$ cat src/sv/mel_pkg.sv
// Shared types, widths and constants of the multichannel EMA low-pass filter.
`default_nettype none

package mel_pkg;

   localparam int unsigned DEFAULT_CHANNELS = 16;

   localparam int unsigned DATA_W  = 32;  // Q16.16 sample and smoothed value
   localparam int unsigned CHAN_W  = 8;   // channel field
   localparam int unsigned MODE_W  = 2;   // filter mode field
   localparam int unsigned COEF_W  = 16;  // Q0.16 coefficient
   localparam int unsigned FRAC_W  = 16;  // fraction bits of the coefficient
   localparam int unsigned BETA_W  = COEF_W + 1;          // 65536 - alpha, up to 65536
   localparam int unsigned SA_W    = DATA_W + COEF_W + 1; // sample * alpha
   localparam int unsigned PROD_W  = DATA_W + BETA_W + 1; // old * beta plus sum headroom

   localparam int unsigned QUEUE_DEPTH = 4;
   localparam int unsigned QUEUE_PTR_W = $clog2(QUEUE_DEPTH);
   localparam int unsigned QUEUE_CNT_W = $clog2(QUEUE_DEPTH + 1);

   localparam int unsigned CSR_ADDR_W = 3;
   localparam int unsigned CSR_DATA_W = 32;

   localparam logic [COEF_W-1:0] SLOW_COEF_RESET = 16'd2163;
   localparam logic [COEF_W-1:0] FAST_COEF_RESET = 16'd8192;
   localparam logic [BETA_W-1:0] COEF_ONE        = 17'h10000;

   // Register indexes as decoded from paddr[2].
   localparam logic REG_SLOW_COEF = 1'b0;
   localparam logic REG_FAST_COEF = 1'b1;

   // Filter mode codes; the unused code behaves as slow.
   localparam logic [MODE_W-1:0] MODE_FAST  = 2'd0;
   localparam logic [MODE_W-1:0] MODE_SLOW  = 2'd1;
   localparam logic [MODE_W-1:0] MODE_CLEAR = 2'd2;

   typedef enum logic [1:0] {
      KIND_FILTER,
      KIND_CLEAR,
      KIND_BYPASS
   } kind_type;

   // One classified item as it travels from the front end to the back end.
   typedef struct packed {
      kind_type                   kind;
      logic [CHAN_W-1:0]          chan;
      logic signed [DATA_W-1:0]   sample;
      logic [BETA_W-1:0]          beta;
      logic signed [SA_W-1:0]     sa;
   } q_entry_type;

endpackage

`default_nettype wire

$ cat src/sv/multichannel_ema_lowpass.sv
// Throughput: one item per cycle while the result channel is not stalled, also for the same
// channel back to back; the bound is the update loop in the back end (one 32x18 multiply
// and one add, with forwarding).
// Reset: synchronous, active high; coefficients return to 2163 and 8192, every channel
// reads as zero at once through per-channel written flags, and the queue empties.
`default_nettype none

module multichannel_ema_lowpass #(
   parameter int unsigned CHANNELS = mel_pkg::DEFAULT_CHANNELS
) (
   input  wire logic                              clock,
   input  wire logic                              reset,
   // Input channel
   input  wire logic                              req_valid,
   output logic                                   req_ready,
   input  wire logic signed [mel_pkg::DATA_W-1:0] req_sample,
   input  wire logic [mel_pkg::CHAN_W-1:0]        req_channel,
   input  wire logic [mel_pkg::MODE_W-1:0]        req_filter_mode,
   // Result channel
   output logic                                   rsp_valid,
   input  wire logic                              rsp_ready,
   output logic signed [mel_pkg::DATA_W-1:0]      rsp_filtered,
   // Register port
   input  wire logic                              psel,
   input  wire logic                              penable,
   input  wire logic                              pwrite,
   input  wire logic [mel_pkg::CSR_ADDR_W-1:0]    paddr,
   input  wire logic [mel_pkg::CSR_DATA_W-1:0]    pwdata,
   output logic [mel_pkg::CSR_DATA_W-1:0]         prdata,
   output logic                                   pready
);
   import mel_pkg::*;

   // Coefficient registers. Address 0 holds the slow alpha, address 4 the fast
   // alpha; the low address bits are ignored, so paddr[2] picks the register.
   logic [COEF_W-1:0] slow_coef_ff, slow_coef_in;
   logic [COEF_W-1:0] fast_coef_ff, fast_coef_in;
   logic              csr_write;

   // Transfers between the front end, the queue and the back end.
   logic        push_valid, push_ready, pop_valid, pop_ready;
   q_entry_type push_entry, pop_entry;

   assign pready    = 1'b1;
   assign csr_write = psel && penable && pwrite && pready;

   always_comb begin
      slow_coef_in = slow_coef_ff;
      fast_coef_in = fast_coef_ff;
      if (csr_write) begin
         unique case (paddr[2])
            REG_SLOW_COEF: slow_coef_in = pwdata[COEF_W-1:0];
            REG_FAST_COEF: fast_coef_in = pwdata[COEF_W-1:0];
            default:       slow_coef_in = slow_coef_ff;
         endcase
      end
   end

   always_ff @(posedge clock) begin
      if (reset) begin
         slow_coef_ff <= SLOW_COEF_RESET;
         fast_coef_ff <= FAST_COEF_RESET;
      end else begin
         slow_coef_ff <= slow_coef_in;
         fast_coef_ff <= fast_coef_in;
      end
   end

   // Read data is a plain mux of the two coefficients, zero-extended.
   always_comb begin
      unique case (paddr[2])
         REG_SLOW_COEF: prdata = CSR_DATA_W'(slow_coef_ff);
         REG_FAST_COEF: prdata = CSR_DATA_W'(fast_coef_ff);
         default:       prdata = '0;
      endcase
   end

   // The front end registers each accepted item, decides whether it filters,
   // clears or bypasses, picks alpha and forms sample * alpha, which does not
   // depend on the stored value and so stays out of the update loop.
   mel_front #(
      .CHANNELS (CHANNELS)
   ) u_front (
      .clock           (clock),
      .reset           (reset),
      .req_valid       (req_valid),
      .req_ready       (req_ready),
      .req_sample      (req_sample),
      .req_channel     (req_channel),
      .req_filter_mode (req_filter_mode),
      .slow_coef       (slow_coef_ff),
      .fast_coef       (fast_coef_ff),
      .push_valid      (push_valid),
      .push_entry      (push_entry),
      .push_ready      (push_ready)
   );

   // The queue lets the front end keep taking transfers while a finished
   // result waits on the output.
   mel_queue u_queue (
      .clock      (clock),
      .reset      (reset),
      .push_valid (push_valid),
      .push_entry (push_entry),
      .push_ready (push_ready),
      .pop_valid  (pop_valid),
      .pop_entry  (pop_entry),
      .pop_ready  (pop_ready)
   );

   // The back end registers the channel's smoothed value from its memory as the
   // item leaves the queue, forwards the value written in the same cycle as that read,
   // updates the value, writes it back and loads the output register.
   mel_back #(
      .CHANNELS (CHANNELS)
   ) u_back (
      .clock        (clock),
      .reset        (reset),
      .pop_valid    (pop_valid),
      .pop_entry    (pop_entry),
      .pop_ready    (pop_ready),
      .rsp_valid    (rsp_valid),
      .rsp_ready    (rsp_ready),
      .rsp_filtered (rsp_filtered)
   );

endmodule

`default_nettype wire

$ cat src/sv/mel_front.sv
// Front end: accepts input items, classifies them and precomputes sample * alpha.
`default_nettype none

module mel_front #(
   parameter int unsigned CHANNELS = mel_pkg::DEFAULT_CHANNELS
) (
   input  wire logic                              clock,
   input  wire logic                              reset,
   input  wire logic                              req_valid,
   output logic                                   req_ready,
   input  wire logic signed [mel_pkg::DATA_W-1:0] req_sample,
   input  wire logic [mel_pkg::CHAN_W-1:0]        req_channel,
   input  wire logic [mel_pkg::MODE_W-1:0]        req_filter_mode,
   input  wire logic [mel_pkg::COEF_W-1:0]        slow_coef,
   input  wire logic [mel_pkg::COEF_W-1:0]        fast_coef,
   output logic                                   push_valid,
   output mel_pkg::q_entry_type                   push_entry,
   input  wire logic                              push_ready
);
   import mel_pkg::*;

   logic                     fe_valid_ff, fe_valid_in;
   logic signed [DATA_W-1:0] fe_sample_ff;
   logic [CHAN_W-1:0]        fe_chan_ff;
   kind_type                 fe_kind_ff, kind;
   logic [COEF_W-1:0]        fe_alpha_ff, alpha;
   logic                     accept;

   assign req_ready = !fe_valid_ff || push_ready;
   assign accept    = req_valid && req_ready;

   always_comb begin
      alpha = slow_coef;
      kind  = KIND_FILTER;
      unique case (req_filter_mode)
         MODE_FAST: begin
            alpha = fast_coef;
         end
         MODE_CLEAR: begin
            kind = KIND_CLEAR;
         end
         default: begin
            alpha = slow_coef;
         end
      endcase
      if ({1'b0, req_channel} >= (CHAN_W + 1)'(CHANNELS)) begin
         kind = KIND_BYPASS;
      end
   end

   always_comb begin
      fe_valid_in = fe_valid_ff;
      if (accept) begin
         fe_valid_in = 1'b1;
      end else if (push_ready) begin
         fe_valid_in = 1'b0;
      end
   end

   always_ff @(posedge clock) begin
      if (reset) begin
         fe_valid_ff <= 1'b0;
      end else begin
         fe_valid_ff <= fe_valid_in;
      end
   end

   always_ff @(posedge clock) begin
      if (accept) begin
         fe_sample_ff <= req_sample;
         fe_chan_ff   <= req_channel;
         fe_kind_ff   <= kind;
         fe_alpha_ff  <= alpha;
      end
   end

   always_comb begin
      push_valid        = fe_valid_ff;
      push_entry.kind   = fe_kind_ff;
      push_entry.chan   = fe_chan_ff;
      push_entry.sample = fe_sample_ff;
      push_entry.beta   = COEF_ONE - {1'b0, fe_alpha_ff};
      push_entry.sa     = fe_sample_ff * $signed({1'b0, fe_alpha_ff});
   end

endmodule

`default_nettype wire

$ cat src/sv/mel_queue.sv
// Small FIFO that decouples the front end from the back end.
`default_nettype none

module mel_queue (
   input  wire logic                 clock,
   input  wire logic                 reset,
   input  wire logic                 push_valid,
   input  wire mel_pkg::q_entry_type push_entry,
   output logic                      push_ready,
   output logic                      pop_valid,
   output mel_pkg::q_entry_type      pop_entry,
   input  wire logic                 pop_ready
);
   import mel_pkg::*;

   q_entry_type            entries_ff [QUEUE_DEPTH];
   logic [QUEUE_PTR_W-1:0] wr_ptr_ff, rd_ptr_ff;
   logic [QUEUE_CNT_W-1:0] count_ff, count_in;
   logic                   push, pop;

   assign push_ready = (count_ff != QUEUE_CNT_W'(QUEUE_DEPTH));
   assign pop_valid  = (count_ff != '0);
   assign pop_entry  = entries_ff[rd_ptr_ff];
   assign push       = push_valid && push_ready;
   assign pop        = pop_valid && pop_ready;

   always_comb begin
      count_in = count_ff;
      if (push && !pop) begin
         count_in = count_ff + 1'b1;
      end else if (pop && !push) begin
         count_in = count_ff - 1'b1;
      end
   end

   always_ff @(posedge clock) begin
      if (reset) begin
         wr_ptr_ff <= '0;
         rd_ptr_ff <= '0;
         count_ff  <= '0;
      end else begin
         count_ff <= count_in;
         if (push) begin
            wr_ptr_ff <= wr_ptr_ff + 1'b1;
         end
         if (pop) begin
            rd_ptr_ff <= rd_ptr_ff + 1'b1;
         end
      end
   end

   always_ff @(posedge clock) begin
      if (push) begin
         entries_ff[wr_ptr_ff] <= push_entry;
      end
   end

endmodule

`default_nettype wire

$ cat src/sv/mel_back.sv
// Back end: per-channel store, forwarding and the filter update loop.
`default_nettype none

module mel_back #(
   parameter int unsigned CHANNELS = mel_pkg::DEFAULT_CHANNELS
) (
   input  wire logic                        clock,
   input  wire logic                        reset,
   input  wire logic                        pop_valid,
   input  wire mel_pkg::q_entry_type        pop_entry,
   output logic                             pop_ready,
   output logic                             rsp_valid,
   input  wire logic                        rsp_ready,
   output logic signed [mel_pkg::DATA_W-1:0] rsp_filtered
);
   import mel_pkg::*;

   localparam int unsigned IDX_W = (CHANNELS > 1) ? $clog2(CHANNELS) : 1;

   logic signed [DATA_W-1:0] store_mem [CHANNELS];
   logic [CHANNELS-1:0]      written_ff;

   logic                     rd_valid_ff;
   q_entry_type              rd_entry_ff;
   logic signed [DATA_W-1:0] mem_rd_ff;
   logic                     written_rd_ff;
   logic                     fwd_ff;

   logic                     rsp_valid_ff;
   logic signed [DATA_W-1:0] rsp_filtered_ff;

   logic                     advance, wr_en, pop;
   logic [IDX_W-1:0]         wr_idx, rd_idx;
   logic signed [DATA_W-1:0] old_value, new_value, wr_value, out_value;
   logic signed [PROD_W-1:0] old_beta, total;

   assign advance   = !rsp_valid_ff || rsp_ready;
   assign pop_ready = advance;
   assign pop       = pop_valid && advance;
   assign wr_idx    = rd_entry_ff.chan[IDX_W-1:0];
   assign rd_idx    = pop_entry.chan[IDX_W-1:0];
   assign wr_en     = advance && rd_valid_ff && (rd_entry_ff.kind != KIND_BYPASS);

   // new = floor((sample * alpha + old * (1 - alpha)) / 2^16), which equals
   // old + floor((sample - old) * alpha / 2^16) and always fits 32 bits.
   always_comb begin
      if (fwd_ff) begin
         old_value = rsp_filtered_ff;
      end else if (written_rd_ff) begin
         old_value = mem_rd_ff;
      end else begin
         old_value = '0;
      end
      old_beta  = old_value * $signed({1'b0, rd_entry_ff.beta});
      total     = old_beta + PROD_W'(rd_entry_ff.sa);
      new_value = total[FRAC_W +: DATA_W];
      wr_value  = (rd_entry_ff.kind == KIND_CLEAR) ? '0 : new_value;
      out_value = (rd_entry_ff.kind == KIND_BYPASS) ? rd_entry_ff.sample : wr_value;
   end

   always_ff @(posedge clock) begin
      if (reset) begin
         rd_valid_ff  <= 1'b0;
         rsp_valid_ff <= 1'b0;
         fwd_ff       <= 1'b0;
         written_ff   <= '0;
      end else begin
         if (advance) begin
            rd_valid_ff  <= pop_valid;
            rsp_valid_ff <= rd_valid_ff;
            fwd_ff       <= wr_en && (wr_idx == rd_idx);
         end
         if (wr_en) begin
            written_ff[wr_idx] <= 1'b1;
         end
      end
   end

   always_ff @(posedge clock) begin
      if (advance) begin
         rd_entry_ff     <= pop_entry;
         rsp_filtered_ff <= out_value;
      end
      if (pop) begin
         written_rd_ff <= written_ff[rd_idx];
      end
   end

   always_ff @(posedge clock) begin
      if (wr_en) begin
         store_mem[wr_idx] <= wr_value;
      end
      if (pop) begin
         mem_rd_ff <= store_mem[rd_idx];
      end
   end

   assign rsp_valid    = rsp_valid_ff;
   assign rsp_filtered = rsp_filtered_ff;

endmodule

`default_nettype wire

$ cat config.mk
export PLATFORM = sky130hd
export DESIGN_NAME = multichannel_ema_lowpass
export DESIGN_NICKNAME = d
export VERILOG_FILES = /design/src/sv/mel_pkg.sv /design/src/sv/multichannel_ema_lowpass.sv /design/src/sv/mel_front.sv /design/src/sv/mel_queue.sv /design/src/sv/mel_back.sv
export SDC_FILE = /design/constraint.sdc
export NUM_CORES = 2
export LEC_CHECK = 0
export ABC_CLOCK_PERIOD_IN_PS = 27300
export BUFFER_PORTS_ARGS = -buffer_cell sky130_fd_sc_hd__buf_2
export CORE_UTILIZATION = 46
export CTS_BUF_LIST = sky130_fd_sc_hd__clkbuf_8 sky130_fd_sc_hd__clkbuf_16
export DETAILED_ROUTE_END_ITERATION = 10
export GPL_ROUTABILITY_DRIVEN = 0
export PLACE_DENSITY_LB_ADDON = 0.08
export SLEW_MARGIN = 20
export SYNTH_ARGS = -nofsm -noshare
export SYNTH_HDL_FRONTEND = slang
export SYNTH_HIERARCHICAL = 1
export SYNTH_SLANG_ARGS = --single-unit
$ cat constraint.sdc
create_clock -name clock -period 27.3 [get_ports clock]
set_clock_uncertainty 0.15 [all_clocks]
set_input_delay 6.825 -clock clock [delete_from_list [all_inputs] [get_ports clock]]
set_output_delay 6.825 -clock clock [all_outputs]
set_load 0.02 [all_outputs]
==> results by group <==
Status
  – Status: complete, no violations

Setup path
  – Worst-path fanout max: 20
  – Slowest CP cell: mux2_2
  – Worst path cell trace: buf_2 > mux2_2 > buf_2
  – Crit Path Class: input pin to output pin
  – Critical Path Sink Type: output pin
  – CP max stage delay: 420 ps
  – CP arrival: 7800 ps
  – Top cell by count, worst path: buf_2
  – Reg2Reg Setup Slack: 17,730 ps
  – CP required: 20,330 ps
  – Crit start category: input pin

Global route
  – GRT Overall Usage: 23.80%
  – Largest net degree at the start of global routing: 86
  – Initial antenna violation count: 9
  – First-pass GRT wire length: 322,100 µm
  – Gr ovfl total: 0
  – Vias in the first global route: just over 50,000

Cells and area
  – Non-Filler Instances: 8,869
  – Area Overhead vs Synth: 8.894%
  – Net count, final: 7,773
  – Share of layout cells above drive strength 1: 11.89%

Drt
  – Per-cell routed wire length: 23.75 µm
  – TritonRoute pass-1 iters: 7
  – Antenna viol nets, final: 0
  – Via/cell ratio: 5.329
  – Drt drc: 0
  – Iter 0 DRT Violations: about 3,300
  – Final WL: around 210,000 µm
  – Vias: 47,259

Floorplan
  – Initial Utilization: 46.54%
  – DIE WIDTH: approximately 430 µm
  – Rows: 155
  – I/O pin cnt: 151
  – DIE AREA: about 180,000 µm²
  – Die Span Y: 427.8 µm
  – Core footprint: between 150,000 and 200,000 µm²

Logic synthesis
  – Post-Syn Area: about 83,000 µm²
  – Mean Syn Cell Area: 13.15 µm²
  – Mapped Cells: 6,344
  – Synth warn: 6

Clock tree
  – Worst skew pair latency: 760 ps
  – Clock Tree Buf Depth: 3
  – H-Tree Depth: 4
  – Reg clk slew, reported paths: around 60 ps
  – CTS tree: yes
  – CTS buffer count: around 140
  – Clock sinks: ~1,200
  – # resized after CTS: 0
  – Clk root buf: clkbuf_16
  – Hold_buf cts: 0
  – # Post-CTS Setup Buffers: 0

STA
  – Max Freq: 67.67 MHz
  – Setup_tns: 0 ps
  – Crit path time final: roughly 15,000 ps
  – Max_slew headroom: 20.47%
  – Max-slew violation count: 0
  – Final Cycle Share: 54.13%
  – Final setup fails: 0
  – Slew @ Worst Pin: approximately 1200 ps
  – Hold Violations, Final: 0
  – RSZ-0062 raised after global routing: false

Placed design
  – Placed cell count: 8,624
  – HPWL Detailed: 147,200 µm
  – Port buffer count: 115

Flow run
  – Max Cap Viol: 0

Worst hold path
  – Hold WC Path Type: flop to flop
==> through the flow <==
stage	cell area [µm²]	util [%]	hold slack [ps]	setup slack, ps
after floorplan	83450	-	284.8	12790
after global placement	86510	48.28	296.5	12530
after detailed placement	86510	48.28	306.6	12510
after CTS	90800	50.67	320.3	12510
after global routing	90800	50.67	337.0	12480
final	90810	50.68	317.7	12520
==> per-layer routing <==
metal  part of all wire [%]  up-vias  GRT usage [%]
met5                      0        -              0
met1                     45    25143          34.39
met3                    4.8      241          2.734
met4                    2.1        0          5.670
met2                     48     1190          38.70
li1                       -    20685              -
==> path summary, 6_finish.rpt <==
check | start | end | cells after the start
min reg2reg | u_back/written_ff[8] | u_back/written_ff[8] | 2
min | u_back/written_ff[8] | u_back/written_ff[8] | 2
max | paddr[2] | prdata[4] | 3
max reg2reg | u_back/written_rd_ff | u_back/store_mem[11][25] | 26
==> flip-flops by register name, summed over array words and instances, names as in the netlist, 32 cells and up, named ones only <==
register	flops
u_back/mem_rd_ff	32
u_back/rd_entry_ff	103
u_back/rsp_filtered	32
u_back/store_mem	512
u_front/fe_sample_ff	32
u_queue/entries_ff	412
==> critical path, delay by kind of cell <==
family,cells,cell delay [ps]
buffers and inverters,2,550
multiplexers,1,420
==> cells in the final DEF, fill, tap and decap left out, types with 33 or more instances in the layout <==
cell	n
and2_1	610
buf_4	100
edfxtp_1	1146
clkbuf_16	135
mux2_2	41
mux4_2	266
mux2i_1	38
fa_1	1042
buf_2	115
dfxtp_1	59
a21o_1	39
a21oi_1	82
ha_1	241
xnor2_1	76
nand2_1	537
inv_1	1293
nor2_1	147
o21ai_0	57
nand2b_1	50
clkinv_1	33
==> layout make-up <==
type	count	area (µm²)
sequential	1207	35640
fill	15588	88380
clock inverter	106	905.9
antenna	4	10.01
tap	2355	2947
inverter	1265	4753
clock buffer	135	3378
multi-input combinational	3582	41850
timing repair buffer	215	1326
Power is left out: the tool's default activity adds up to more than one toggle a clock period on the data nets, which glitch-free logic cannot reach.
